[src/trl_pkg.sv]
// Shared types and constants for the tag report rate limiter.
package trl_pkg;

    // Field widths fixed by the interface.
    localparam int ADDR_W     = 48;
    localparam int TIME_W     = 63;
    localparam int INTERVAL_W = 32;
    localparam int SLOT_W     = 5;

    // The interval in microseconds needs 32 + 10 bits.
    localparam int NEED_W = 42;

    // Microseconds per millisecond.
    localparam logic [NEED_W-1:0] US_PER_MS = NEED_W'(1000);

    // Interval register value after reset, in milliseconds.
    localparam logic [INTERVAL_W-1:0] INTERVAL_RESET = INTERVAL_W'(5000);

    // Commands from the controller to the datapath.
    typedef struct packed {
        logic load;    // capture the input beat and restart the scan
        logic scan;    // read the next table entry
        logic calc;    // pick the slot, form the elapsed time and the limit
        logic decide;  // compare elapsed time against the limit
        logic commit;  // write the table entry and load the result register
    } trl_cmd_t;

    // Status from the datapath to the controller.
    typedef struct packed {
        logic scan_last;  // the last table entry is being read
        logic out_free;   // the result register can take a new beat
    } trl_sts_t;

endpackage

[src/trl_ctrl.sv]
// Controller state machine that sequences the scan, the decision and the write-back.
module trl_ctrl (
    input  logic              aclk,
    input  logic              aresetn,
    input  logic              s_valid,
    output logic              s_ready,
    input  trl_pkg::trl_sts_t sts,
    output trl_pkg::trl_cmd_t cmd
);
    import trl_pkg::*;

    localparam logic [2:0] ST_IDLE   = 3'd0;
    localparam logic [2:0] ST_SCAN   = 3'd1;
    localparam logic [2:0] ST_DRAIN  = 3'd2;
    localparam logic [2:0] ST_CALC   = 3'd3;
    localparam logic [2:0] ST_DECIDE = 3'd4;
    localparam logic [2:0] ST_WRITE  = 3'd5;

    logic [2:0] state_reg;
    logic [2:0] state_next;

    // Next state and command decode.
    always_comb begin
        state_next = state_reg;
        cmd        = '0;
        s_ready    = 1'b0;
        unique case (state_reg)
            ST_IDLE: begin
                s_ready = 1'b1;
                if (s_valid) begin
                    cmd.load   = 1'b1;
                    state_next = ST_SCAN;
                end
            end
            ST_SCAN: begin
                cmd.scan = 1'b1;
                if (sts.scan_last) begin
                    state_next = ST_DRAIN;
                end
            end
            ST_DRAIN: begin
                // The last entry read is evaluated during this cycle.
                state_next = ST_CALC;
            end
            ST_CALC: begin
                cmd.calc   = 1'b1;
                state_next = ST_DECIDE;
            end
            ST_DECIDE: begin
                cmd.decide = 1'b1;
                state_next = ST_WRITE;
            end
            ST_WRITE: begin
                if (sts.out_free) begin
                    cmd.commit = 1'b1;
                    state_next = ST_IDLE;
                end
            end
            default: begin
                state_next = ST_IDLE;
            end
        endcase
    end

    // State register.
    always_ff @(posedge aclk) begin
        if (!aresetn) begin
            state_reg <= ST_IDLE;
        end else begin
            state_reg <= state_next;
        end
    end

endmodule

[config.mk]
export PLATFORM = sky130hd
export DESIGN_NAME = trl_ctrl
export DESIGN_NICKNAME = d
export VERILOG_FILES = /design/src/trl_pkg.sv /design/src/trl_ctrl.sv
export SDC_FILE = /design/constraint.sdc
export NUM_CORES = 1
export LEC_CHECK = 0
export BUFFER_PORTS_ARGS = -buffer_cell sky130_fd_sc_hd__buf_2
export CELL_PAD_IN_SITES_DETAIL_PLACEMENT = 0
export CELL_PAD_IN_SITES_GLOBAL_PLACEMENT = 2
export CORE_AREA = 2 2 39 41
export CTS_BUF_LIST = sky130_fd_sc_hd__clkbuf_8
export DETAILED_ROUTE_END_ITERATION = 16
export DIE_AREA = 0 0 41 43
export PLACE_DENSITY_LB_ADDON = 0.1
export SLEW_MARGIN = 30
export SYNTH_ARGS = -nofsm -noshare
export SYNTH_HDL_FRONTEND = slang
export SYNTH_SLANG_ARGS = --single-unit
[constraint.sdc]
create_clock -name aclk -period 2.1 [get_ports aclk]
set_input_delay 0.42 -clock aclk [delete_from_list [all_inputs] [get_ports aclk]]
set_output_delay 0.42 -clock aclk [all_outputs]
set_load 0.01 [all_outputs]
Yosys cells after proc, flatten, opt, wreduce, memory -nomap -nowiden. Index checks and enable logic that the tools add are counted.

Word-level logic and storage cells: 23. Input port bits: 5. Flip-flop bits (word level): 3. Output and inout bits: 6.

Mux-type cells: 12. Equal/unequal tests: 8. Reduce and logical (&&, ||, !) cells: 2.

Operator list (count): one-hot mux 3 bit (6 select lines) (1); 2-to-1 mux 3 bit (3); 2-to-1 mux 1 bit (8); equality test 3 x 2 -> 1 bit, second input constant (2); equality test 3 bit, second input constant (2); inequality test 2 bit, second input constant (3); equality test 3 x 1 -> 1 bit, second input constant (1); zero test 3 bit (1); AND reduction 3 bit (1).

Longest topological paths before layout.
Word-level depth: 3. Depth in mapped cells: 4. Depth with buffers taken out: 3.

Worst setup path before layout. OpenSTA, ideal clock, no wires.

Path kind: reg2out. From: register state_reg[0]. To: output cmd[4] (netlist bit). Path buffers: 1. Setup slack: 0.558 ns. Arrival time: 1.122 ns. Data required time: 1.680 ns. Stages on the path, launching flop included: 4. Cell sequence: dfxtp_1 > buf_2 > nor3_1 > and2_1.

RTL lines: start: declaration (RTL line trl_ctrl.sv:19) `logic [2:0] state_reg;`; start signal: assignment (RTL line trl_ctrl.sv:70) `state_reg <= state_next;`; end: declaration (RTL line trl_ctrl.sv:8) `output trl_pkg::trl_cmd_t cmd`.

==> summary.md <==
| Metric | Value |
|---|---|
| Root buffer cell | clkbuf_8 |
| Num ports | 11 |
| Static leakage | 0.148 nW |
| Combinational Power Share | 0.147 |
| Sequential share of power | 0.263 |
| Slew @ Worst Pin | 359 ps |
| Mapped Cells | 24 |
| Hold buffers post-CTS | 0 |
| Core Box Area | 1380 µm² |
| Post-Route WL | 456 µm |
| Clk sink count | 3 |
| Top FF cell, synth | dfxtp_1 |
| Max cap viols | 0 |
| Switching share of power | 0.232 |
| CP Cell Sequence | nor3_1, and2_1, buf_2 |
| Vias in the first global route | 154 |
| Die area | 1760 µm² |
| Switching pwr | 0.0000624 W |
| WHS | 451 ps |
| Vias per inst | 3.92 |
| Crit path time final | 1680 ps |
| DR iter-0 viols | 9 |
| ANT nets after route | 0 |
| GPL Wtd Cong | 0.592 |
| Initial antenna violation count | 0 |
| TritonCTS Buffers | 3 |
| Layout cells sized above 1 | 0.378 |
| Drt pass-1 iters | 4 |
| Yosys Warn Count | 0 |
| Synth area leader | dfxtp_1 |
| Die H | 43 µm |
| Overflow after GRT | 0 |
| EDFF count, synth | 0 |
| Die width | 41 µm |
| RSZ-0062 raised after global routing | false |
| Slew Limit Fails | 0 |
| DR WL/cell | 8.60 µm |
| TritonCTS clock tree | done |
| CP required | 1680 ps |
| Number of port buffers | 10 |
| Synth area leaders | dfxtp_1, a221oi_2, nand2_1, nor3b_1, nor2b_1 |
| Max IR drop VDD | 0.000363 V |
| Max incr delay on CP | 380 ps |
| Nets | 43 |
| Reg clk slew, reported paths | 30 ps |
| Worst path top cell family by delay | simple AND/OR/NAND/NOR gates |
| Clock Path Buffers | 2 |
| Clk pwr share | 0.589 |
| Mapped cell area | 188 µm² |
| GR Util met3 | 0.0785 |
| Asr flop ratio synth | 0 |
| Fmax | 594 MHz |
| Max reg flops | 3 |
| Fin Setup TNS | 0 ps |
| Final setup viols | 0 |
| CP arrival | 1260 ps |
| Seq/Total Area, Yosys | 0.320 |
| Synth top area share | 0.320 |
| Pint | 0.000207 W |
| Status | finished clean |
| CP Class | flop to output port |
| Max FO, Critical Path | 8 |
| Worst skew pair latency | 210 ps |
| Cell Pwr Density | 903 nW/µm² |
| Final period utilization | 0.801 |
| N_diodes | 0 |
| Hold Vio Cnt, Final | 0 |
| R2R setup slack | 1000 ps |
| Setup Fix Bufs, Post-CTS | 0 |
| Grt peak-use layer | met3 |
| Global-route wire length before repair | 696 µm |
| Grt met1 use | 0.0769 |
| All-layer global routing usage | 0.0682 |
| Syn nets | 29 |
| Largest net degree at the start of global routing | 9 |
| Post-synth top cells | nand2_1, dfxtp_1, nor2_1 |
| Starting Density | 0.136 |
| Worst slew margin | 0.759 |
| Most numerous cell in the Yosys netlist | nand2_1 |
| Clock Skew | 2.54 ps |
| Critical Path Sink Type | output port |
| CTS H-tree lvls | 1 |
| Netlist cell types | 15 |
| DR DRC count | 0 |
| Hold Path Class | input pin to flop |
| Slowest stage cell, crit path | dfxtp_1 |
| Area grow syn2layout | 58.7% |
| Vias | 208 |
| Mapped Avg Cell Area | 7.82 µm² |
| Row cnt | 14 |
| #FFs+latches synth | 3 |
| CP Launch Type | flop |
| Post-CTS sizing | 0 |
| Count of buffer and inverter cells on the critical path | 1 |
| GR met2 Demand/Resource | 0.0719 |
[worst paths after layout]
check / from / to / depth (start not counted)
hold / removal: aresetn / state_reg[2] / 2
hold reg to reg: state_reg[2] / state_reg[1] / 1
setup reg to reg: state_reg[2] / state_reg[0] / 3
setup / recovery: state_reg[0] / cmd[4] / 3
[metal layers]
layer,vias to the layer above,routed length [µm]
met4,0,0
met5,-,0
met1,87,198
li1,109,-
met3,0,73
met2,12,184
[kinds of logic after synthesis]
logic type	count (synthesis)	share of synthesized area
multiplexers	1	0.0533
flip-flops	3	0.320
AND/OR/NAND/NOR	14	0.387
AO/OA/AOI/OAI	4	0.193
buffers and inverters	2	0.0466
[through the flow]
stage,std cells,setup WS [ps],util,power (W),area (µm²)
global placement,49,658,0.183,0.000113,253
CTS,53,399,0.215,0.000277,298
finish,53,417,0.215,0.000269,298
floorplan,24,558,-,0.0000960,188
global route,53,331,0.215,0.000291,298
detailed placement,49,628,0.183,0.000112,253
[power groups by stage]
stage / logic (W) / clock network, W / registers [W]
after floorplan: 0.0000302 / 0 / 0.0000658
after global placement: 0.0000404 / 0 / 0.0000722
after detailed placement: 0.0000403 / 0 / 0.0000717
after CTS: 0.0000404 / 0.000165 / 0.0000708
after global routing: 0.0000444 / 0.000174 / 0.0000723
final: 0.0000396 / 0.000159 / 0.0000708
[cells in the final DEF, fill, tap and decap left out, drive strengths merged]
| cell | Yosys | routed |
|---|---|---|
| a21oi | 1 | 1 |
| clkbuf | 0 | 3 |
| nor3b | 2 | 2 |
| mux2i | 1 | 1 |
| or2b | 1 | 1 |
| nor3 | 1 | 1 |
| dfxtp | 3 | 3 |
| nor2 | 3 | 3 |
| nand2 | 4 | 4 |
| a211o | 1 | 1 |
| a221oi | 1 | 1 |
| and2 | 1 | 1 |
| nor2b | 2 | 2 |
| buf | 1 | 10 |
| inv | 1 | 2 |
| o21a | 1 | 1 |
[area by class of cell]
| class | instances | area (µm²) |
|---|---|---|
| fillers | 163 | 1090 |
| multi-input cells | 19 | 119 |
| flip-flops and latches | 3 | 60.1 |
| repair buffers | 10 | 50.0 |
| clock buffers | 3 | 41.3 |
| well taps | 16 | 20.0 |
| clock inverters | 1 | 3.75 |
| inverters | 1 | 3.75 |
(Power assumes the default switching activity.)
