--- src/trl_pkg.sv ---
// Shared types and constants for the tag report rate limiter.
package trl_pkg;

    // Field widths fixed by the interface.
    localparam int ADDR_W     = 48;
    localparam int TIME_W     = 63;
    localparam int INTERVAL_W = 32;
    localparam int SLOT_W     = 5;

    // The interval in microseconds needs 32 + 10 bits.
    localparam int NEED_W = 42;

    // Microseconds per millisecond.
    localparam logic [NEED_W-1:0] US_PER_MS = NEED_W'(1000);

    // Interval register value after reset, in milliseconds.
    localparam logic [INTERVAL_W-1:0] INTERVAL_RESET = INTERVAL_W'(5000);

    // Commands from the controller to the datapath.
    typedef struct packed {
        logic load;    // capture the input beat and restart the scan
        logic scan;    // read the next table entry
        logic calc;    // pick the slot, form the elapsed time and the limit
        logic decide;  // compare elapsed time against the limit
        logic commit;  // write the table entry and load the result register
    } trl_cmd_t;

    // Status from the datapath to the controller.
    typedef struct packed {
        logic scan_last;  // the last table entry is being read
        logic out_free;   // the result register can take a new beat
    } trl_sts_t;

endpackage

--- src/trl_datapath.sv ---
// Datapath: address table, scan evaluation, rate check and result register.
module trl_datapath #(
    parameter int CACHE_ENTRIES = 32
) (
    input  logic                               aclk,
    input  logic                               aresetn,
    input  trl_pkg::trl_cmd_t                  cmd,
    output trl_pkg::trl_sts_t                  sts,
    input  logic [trl_pkg::ADDR_W-1:0]         s_tag_address,
    input  logic [trl_pkg::TIME_W-1:0]         s_now_us,
    input  logic                               cfg_valid,
    input  logic [trl_pkg::INTERVAL_W-1:0]     cfg_data,
    output logic                               m_valid,
    input  logic                               m_ready,
    output logic                               m_publish,
    output logic                               m_hit,
    output logic                               m_evicted,
    output logic [trl_pkg::SLOT_W-1:0]         m_slot
);
    import trl_pkg::*;

    localparam int IDX_W  = (CACHE_ENTRIES > 1) ? $clog2(CACHE_ENTRIES) : 1;
    localparam int WORD_W = ADDR_W + TIME_W;
    localparam logic [IDX_W-1:0] IDX_LAST = IDX_W'(CACHE_ENTRIES - 1);

    // Table storage: address and last report time per entry, valid bits in flops.
    logic [WORD_W-1:0]        entry_mem [CACHE_ENTRIES];
    logic [WORD_W-1:0]        rdata_reg;
    logic [CACHE_ENTRIES-1:0] valid_reg;

    logic [INTERVAL_W-1:0] interval_reg;
    logic [ADDR_W-1:0]     addr_reg;
    logic [TIME_W-1:0]     now_reg;

    logic [IDX_W-1:0] rd_idx_reg;
    logic [IDX_W-1:0] eval_idx_reg;
    logic             eval_vld_reg;

    logic             hit_found_reg;
    logic [IDX_W-1:0] hit_idx_reg;
    logic [TIME_W-1:0] hit_time_reg;
    logic             free_found_reg;
    logic [IDX_W-1:0] free_idx_reg;
    logic [TIME_W-1:0] oldest_time_reg;
    logic [IDX_W-1:0] oldest_idx_reg;

    logic [TIME_W:0]   diff_reg;
    logic [NEED_W-1:0] need_reg;
    logic [IDX_W-1:0]  slot_idx_reg;
    logic              evict_reg;
    logic              publish_reg;

    logic              m_valid_reg;
    logic              m_publish_reg;
    logic              m_hit_reg;
    logic              m_evicted_reg;
    logic [SLOT_W-1:0] m_slot_reg;

    logic              ent_valid;
    logic [ADDR_W-1:0] ent_addr;
    logic [TIME_W-1:0] ent_time;
    logic              ent_first;
    logic [TIME_W-1:0] last_sel;
    logic [IDX_W-1:0]  slot_sel;
    logic [TIME_W:0]   diff_next;
    logic [NEED_W-1:0] need_next;
    logic              publish_next;
    logic [TIME_W-1:0] wr_time;

    assign sts.scan_last = (rd_idx_reg == IDX_LAST);
    assign sts.out_free  = !m_valid_reg || m_ready;

    // Fields of the entry read in the previous cycle.
    assign ent_valid = valid_reg[eval_idx_reg];
    assign ent_addr  = rdata_reg[WORD_W-1:TIME_W];
    assign ent_time  = rdata_reg[TIME_W-1:0];
    assign ent_first = (eval_idx_reg == '0);

    // Slot choice and the report time it starts from; a newly taken entry starts at zero.
    assign last_sel = hit_found_reg ? hit_time_reg : '0;
    always_comb begin
        priority if (hit_found_reg) begin
            slot_sel = hit_idx_reg;
        end else if (free_found_reg) begin
            slot_sel = free_idx_reg;
        end else begin
            slot_sel = oldest_idx_reg;
        end
    end

    // Elapsed time with borrow, and the interval in microseconds.
    assign diff_next = {1'b0, now_reg} - {1'b0, last_sel};
    assign need_next = NEED_W'(interval_reg) * US_PER_MS;

    // A negative elapsed time never passes unless the interval is zero.
    assign publish_next = (interval_reg == '0)
                       || (!diff_reg[TIME_W] && (diff_reg[TIME_W-1:0] >= TIME_W'(need_reg)));

    assign wr_time = publish_reg ? now_reg : last_sel;

    // Table memory: one write port, one registered read port.
    always_ff @(posedge aclk) begin
        if (cmd.commit) begin
            entry_mem[slot_idx_reg] <= {addr_reg, wr_time};
        end
        rdata_reg <= entry_mem[rd_idx_reg];
    end

    // Valid bits, cleared at reset.
    always_ff @(posedge aclk) begin
        if (!aresetn) begin
            valid_reg <= '0;
        end else if (cmd.commit) begin
            valid_reg[slot_idx_reg] <= 1'b1;
        end
    end

    // Interval register.
    always_ff @(posedge aclk) begin
        if (!aresetn) begin
            interval_reg <= INTERVAL_RESET;
        end else if (cfg_valid) begin
            interval_reg <= cfg_data;
        end
    end

    // Input capture and scan address.
    always_ff @(posedge aclk) begin
        if (cmd.load) begin
            addr_reg <= s_tag_address;
            now_reg  <= s_now_us;
        end
        eval_idx_reg <= rd_idx_reg;
    end

    always_ff @(posedge aclk) begin
        if (!aresetn) begin
            rd_idx_reg   <= '0;
            eval_vld_reg <= 1'b0;
        end else begin
            eval_vld_reg <= cmd.scan;
            if (cmd.load) begin
                rd_idx_reg <= '0;
            end else if (cmd.scan && !sts.scan_last) begin
                rd_idx_reg <= rd_idx_reg + 1'b1;
            end
        end
    end

    // Scan evaluation: first match, first free entry, oldest report time.
    always_ff @(posedge aclk) begin
        if (!aresetn) begin
            hit_found_reg  <= 1'b0;
            free_found_reg <= 1'b0;
        end else if (cmd.load) begin
            hit_found_reg  <= 1'b0;
            free_found_reg <= 1'b0;
        end else if (eval_vld_reg) begin
            if (ent_valid && (ent_addr == addr_reg) && !hit_found_reg) begin
                hit_found_reg <= 1'b1;
            end
            if (!ent_valid && !free_found_reg) begin
                free_found_reg <= 1'b1;
            end
        end
    end

    always_ff @(posedge aclk) begin
        if (eval_vld_reg) begin
            if (ent_valid && (ent_addr == addr_reg) && !hit_found_reg) begin
                hit_idx_reg  <= eval_idx_reg;
                hit_time_reg <= ent_time;
            end
            if (!ent_valid && !free_found_reg) begin
                free_idx_reg <= eval_idx_reg;
            end
            // Strict compare keeps the lowest index on ties.
            if (ent_first || (ent_time < oldest_time_reg)) begin
                oldest_time_reg <= ent_time;
                oldest_idx_reg  <= eval_idx_reg;
            end
        end
    end

    // Slot, elapsed time and limit, then the report decision.
    always_ff @(posedge aclk) begin
        if (cmd.calc) begin
            diff_reg     <= diff_next;
            need_reg     <= need_next;
            slot_idx_reg <= slot_sel;
            evict_reg    <= !hit_found_reg && !free_found_reg;
        end
        if (cmd.decide) begin
            publish_reg <= publish_next;
        end
    end

    // Result register; a new beat can load while the old one leaves.
    always_ff @(posedge aclk) begin
        if (!aresetn) begin
            m_valid_reg <= 1'b0;
        end else if (cmd.commit) begin
            m_valid_reg <= 1'b1;
        end else if (m_ready) begin
            m_valid_reg <= 1'b0;
        end
    end

    always_ff @(posedge aclk) begin
        if (cmd.commit) begin
            m_publish_reg <= publish_reg;
            m_hit_reg     <= hit_found_reg;
            m_evicted_reg <= evict_reg;
            m_slot_reg    <= SLOT_W'(slot_idx_reg);
        end
    end

    assign m_valid   = m_valid_reg;
    assign m_publish = m_publish_reg;
    assign m_hit     = m_hit_reg;
    assign m_evicted = m_evicted_reg;
    assign m_slot    = m_slot_reg;

endmodule

--- config.mk ---
export PLATFORM = sky130hd
export DESIGN_NAME = trl_datapath
export DESIGN_NICKNAME = d
export VERILOG_FILES = /design/src/trl_pkg.sv /design/src/trl_datapath.sv
export SDC_FILE = /design/constraint.sdc
export NUM_CORES = 2
export LEC_CHECK = 0
export BUFFER_PORTS_ARGS = -buffer_cell sky130_fd_sc_hd__buf_2
export CORE_MARGIN = 2
export CORE_UTILIZATION = 40
export DETAILED_ROUTE_END_ITERATION = 16
export SYNTH_ARGS = -nofsm -noshare
export SYNTH_HDL_FRONTEND = slang
export SYNTH_SLANG_ARGS = --single-unit
--- constraint.sdc ---
create_clock -name aclk -period 10 [get_ports aclk]
set_input_delay 0.5 -clock aclk [delete_from_list [all_inputs] [get_ports aclk]]
set_output_delay 0.5 -clock aclk [all_outputs]
set_load 0.01 [all_outputs]
# Word level (Yosys, flattened, before mapping)
# Memory sizes are Yosys's and may differ from the RTL's. A register that Yosys moved wholly into a read port is not among the register bits.
# Index checks and enable logic that the tools add are counted.
# Widths: inputs -> output; s select.
# classes
addsub,2
mul,1
magnitude_cmp,5
eq_ne,2
muxes,12
n_bitwise,2
reduce_logical,23
# op_table
cell,n
$mux 63,2
$sub 63x63->64,1
$ge 63x42->1,1
$lt 63x63->1,1
$eq 48x48->1,1
$mul 32x7->39 const B,1
$logic_not 32->1,1
$or 32x32->32,1
$lt 5x6->1 const B,2
$mux 5,2
$logic_and 1x1->1,7
$logic_not 1->1,6
$mux 1,6
$reduce_and 2->1,3
$add 5x1->5 const B,1
$bmux 1 s5,1
$demux 1 s5,1
$eq 5x5->1 const B,1
$ge 5x1->1 const B,1
$logic_not 5->1,1
$logic_or 1x1->1,3
$reduce_bool 2->1,1
$reduce_or 2->1,1
$not 1->1,1
# totals
register_bits,448
mem_bits_rw,3552
in_bits,152
out_inout_bits,11
wordCells,72
memories,1
# memory_table
memory,depth,word_bits,read_ports,rd_ports_with_merged_regs,write_ports,line_no,text
entry_mem,32,111,1,1,1,trl_datapath.sv:27,logic [WORD_W-1:0] entry_mem [CACHE_ENTRIES];

# Depth between registers and ports, before layout
# logic_depth
depth_word,5
ltp_mapped,19
mapped_depth_nobuf,19

# Worst setup path before layout
# No wires, ideal clock.
# synth_timing
path_type,register to register
start,reg addr_reg[7]
end,"reg hit_idx_reg[0], enable pin"
setup_time_ns,0.665
arrival_time_ns,7.897
required_ns,9.335
path_slack_ns,1.438
stages_incl_launch_ff,6
path_buffers,0
period_less_slack_ns,8.562
path_cell_list,edfxtp_1 xnor2_1 nand4_1 nor4_1 nand4_1 nor4_1
# synth_between
elab_chain_len,4
# synth_rtl
item,line_no,text
"start, declared",trl_datapath.sv:32,logic [ADDR_W-1:0] addr_reg;
"start signal, assigned",trl_datapath.sv:130,addr_reg <= s_tag_address;
$eq 48x48->1,trl_datapath.sv:170,if (ent_valid && (ent_addr == addr_reg) && !hit_found_reg) begin
$logic_and 1x1->1 (2 in series),trl_datapath.sv:170,
$reduce_and 2->1 (no line),n/a,
"end signal, assigned",trl_datapath.sv:171,hit_idx_reg <= eval_idx_reg;
"end, declared",trl_datapath.sv:40,logic [IDX_W-1:0] hit_idx_reg;
# Every way passes these cells.
# A chain may end at the register's enable or synchronous reset.

# Final worst setup path
# layout_timing
start,reg interval_reg[2]
end,"reg need_reg[41], data pin"
# layout_between
elab_chain_len,1
# layout_rtl
item,line_no,text
"start, declared",trl_datapath.sv:31,logic [INTERVAL_W-1:0] interval_reg;
"start signal, assigned",trl_datapath.sv:123,interval_reg <= cfg_data;
$mul 32x7->39,trl_datapath.sv:93,assign need_next = NEED_W'(interval_reg) * US_PER_MS;
named net need_next[41],trl_datapath.sv:66,logic [NEED_W-1:0] need_next;
"end signal, assigned",trl_datapath.sv:189,need_reg <= need_next;
"end, declared",trl_datapath.sv:48,logic [NEED_W-1:0] need_reg;
# The timed path passes the listed nets, and every way through them passes these cells.

==> impl_metrics.py <==
metrics = {
    "global_routing": {
        "grt_pass1_vias": 80939,
        "grt_pass1_wl_mm": 609,
        "gr-usage-all-layers": 0.205,
        "grt_max_degree": 141,
        "antenna_found_initial": 18,
        "grt_overflow": 0,
    },
    "finish": {
        "post_route_cells_drive_above_1_share": 0.267,
        "largest_reg_flops": 3552,
        "final_nets": 8747,
        "multi_input_area_sq_um": 40200,
        "regArea_sq_um": 122000,
        "fillers": 33746,
        "finish.utilization": 0.460,
        "syn2layout_area_growth_pct": 14.4,
    },
    "timing": {
        "finalSetupViolCount": 0,
        "whs_ns": 0.186,
        "fmax_mhz": 185,
        "layout_setup_ws_ns": 4.60,
        "hold_viol": 0,
        "layout_min_cycle_time_ns": 5.40,
        "period_share": 0.540,
        "report.final.slew_viol_count": 0,
        "rsz0062_at_grt": "no",
        "fin_tns_setup_ns": 0,
        "worst_slew_pin_slew_ns": 1.34,
        "fin_skew_ns": 0.0403,
        "slew_headroom": 0.105,
    },
    "yosys": {
        "synth_area_sq_um": 164000,
        "ys.flop_type": "edfxtp_1",
        "muxShareOfSynthArea": 0.164,
        "synth.yosys.seq_area_share": 0.742,
        "synth_fa_ha_area_frac": 0.0349,
        "ys_ff_latch": 4111,
        "ys_top_cells_by_area": "edfxtp_1, mux4_2, dfxtp_1",
        "syn_avg_cell_area_sq_um": 21.5,
        "synth_compound_area_frac": 0.0208,
        "synth_top_family_by_area": "multiplexers",
        "async_reset_ff_frac": 0,
        "synth_simple_gate_area_frac": 0.0166,
        "netlist_instances": 7609,
        "synth_xor_xnor_area_share": 0.00727,
        "synth_cell_types": 83,
        "yosysWarnings": 0,
        "syn-num-nets": 8147,
        "synth_area_leader_cell": "edfxtp_1",
        "synth-edff-count": 3922,
        "synth.top_cell.area_share": 0.719,
    },
    "clocking": {
        "clock_tree.buffer_depth": 4,
        "clock_latency_ns": 0.98,
        "tritoncts": "built",
        "cts_resized": 0,
        "post-cts-setup-buffer-count": 0,
        "path_clk_slew_ns": 0.06,
        "h-tree-depth": 5,
        "cts_root_buf": "clkbuf_16",
        "cts.sinks": 4111,
        "numCtsBuffers": 418,
    },
    "critical_path": {
        "r2r_end": "need_reg[41]$_DFFE_PP_",
        "reg2reg_setup_slack_ns": 4.60,
        "critPathArrivalTime_ns": 6.12,
        "start_kind": "register",
        "required_ns": 10.72,
        "worst-setup-path-type": "reg -> reg",
        "reg2regPathDepth": 16,
        "cp-end-kind": "register",
        "cp_max_fo": 6,
        "worstReg2RegStart": "interval_reg[2]$_SDFFE_PN0P_",
    },
    "drt": {
        "via_count": 80015,
        "wire_per_inst_um": 30.7,
        "routed_via_density": 5.71,
        "drtPass1Iterations": 5,
        "drt_iter0_markers": 9492,
        "wl_mm": 431,
        "drc_errors": 0,
        "ant_nets": 0,
    },
    "placement": {
        "place_hpwl_mm": 223,
        "dp_slack_ns": 4.64,
        "gp_congestion": 0.859,
        "port-buffer-count": 162,
    },
    "power_and_ir_drop": {
        "ir_drop_mv": 0.146,
        "p_total_mw": 38.1,
        "power.density_nw_per_um2": 204,
        "p_leak_nw": 59.7,
    },
    "min_path": {
        "hold_depth": 3,
        "hp-class": "in -> reg",
        "min-delay-start": "aresetn",
        "hold_end": "interval_reg[12]$_SDFFE_PN1P_",
    },
    "die": {
        "rows": 234,
        "die_w_um": 644,
        "dieHeight_um": 644,
        "io_pins": 163,
        "coreArea_sq_um": 407000,
        "start_util": 0.402,
        "dieArea_sq_um": 414000,
    },
    "outcome": {
        "status": "complete, no violations",
    },
    "flow_run": {
        "max_cap_violations": 0,
    },
}
-- cell usage after synthesis (48+ instances only) --
master,number
nand4_1,49
edfxtp_1,3922
xnor2_1,72
nand2_1,210
nor2_1,118
inv_1,288
a21o_1,87
fa_1,118
nor2b_1,48
clkbuf_1,196
ha_1,268
a21oi_1,147
mux4_2,1116
buf_1,105
mux2_2,114
o21ai_0,126
dfxtp_1,189
xor2_1,64
-- what timing repair did --
action / CTS / global route
endpoints found under the setup margin: 0 / 0
hold buffers: 146 / 0
endpoints found under the hold margin: 153 / 0
-- cell usage in the layout, fill, tap and decap left out, types with 38 or more instances in the layout --
cell type and count:
clkbuf_16 427, nand4_1 49, nor2_1 86, dfxtp_1 183, mux2_2 114, buf_2 161
fa_1 118, mux2i_1 38, dlygate4sd3_1 146, nand2_1 210, a21o_1 87, o21a_1 44
edfxtp_1 3922, inv_1 288, o21ai_2 40, clkinv_2 70, clkbuf_1 105, xor2_1 64
a21oi_1 146, buf_4 167, o21ai_0 64, mux4_2 1116, xnor2_1 72, clkinv_1 77
nor2b_1 48, ha_1 268
-- layer usage --
layer | GRT usage | vias up | part of all wire
met4 | 0.0585 | 10 | 0.028
met2 | 0.335 | 3234 | 0.49
met3 | 0.0254 | 606 | 0.068
met1 | 0.290 | 43521 | 0.42
met5 | 0 | - | 0.00016
li1 | - | 32644 | -
-- worst max path at each step --
stage | start | to | slack, ns | depth (start not counted)
after detailed placement | interval_reg[2]$_SDFFE_PN0P_ | need_reg[41]$_DFFE_PP_ | 4.64 | 16
final | interval_reg[2]$_SDFFE_PN0P_ | need_reg[41]$_DFFE_PP_ | 4.60 | 16
after global placement | interval_reg[7]$_SDFFE_PN1P_ | need_reg[40]$_DFFE_PP_ | 4.68 | 16
after global routing | interval_reg[8]$_SDFFE_PN1P_ | need_reg[40]$_DFFE_PP_ | 4.36 | 16
after CTS | interval_reg[2]$_SDFFE_PN0P_ | need_reg[41]$_DFFE_PP_ | 4.60 | 16
after floorplan | addr_reg[7]$_DFFE_PP_ | hit_idx_reg[0]$_DFFE_PP_ | 1.44 | 5
-- logic make-up (layout without fill, tap and decap cells) --
logic type / after synthesis / in the layout
adder cells (fa/ha/maj): 386 / 386
AO/OA/AOI/OAI: 532 / 532
XOR/XNOR: 136 / 136
multiplexers: 1268 / 1268
AND/OR/NAND/NOR: 564 / 564
other: 0 / 6
buffers and inverters: 612 / 1574
flip-flops: 4111 / 4111
-- where the power goes --
group / leakage, nW / internal, mW / switching, mW
Sequential: 37.4 / 19.4 / 0.258
Combinational: 15.7 / 1.25 / 1.85
Clock: 6.59 / 8.80 / 6.56
-- stage by stage --
step | cell area, sq um | cells
floorplan | 164000 | 7609
global placement | 172000 | 13068
detailed placement | 172000 | 13069
CTS | 187000 | 13997
global route | 187000 | 14001
finish | 187000 | 14005
-- final cells by class --
class | instances | area share
tap | 5428 | 0.0363
inverter | 288 | 0.00577
sequential | 4111 | 0.649
clock inverter | 218 | 0.0105
timing repair buffer | 504 | 0.0219
multi-input combinational | 2886 | 0.215
antenna | 6 | 0.0000802
clock buffer | 564 | 0.0615
-- critical path, cell delays in order, from the launching register on --
cell	delay, ns
dfxtp_1	0.44
inv_1	0.15
fa_1	0.58
fa_1	0.45
fa_1	0.49
fa_1	0.50
inv_1	0.04
ha_1	0.32
o21a_1	0.23
nor2_1	0.10
a31oi_4	0.25
a2111oi_4	0.14
o31ai_4	0.40
a21oi_4	0.14
o311ai_2	0.42
a21oi_1	0.12
or3b_1	0.35
Power figures use the tool's default switching activity.
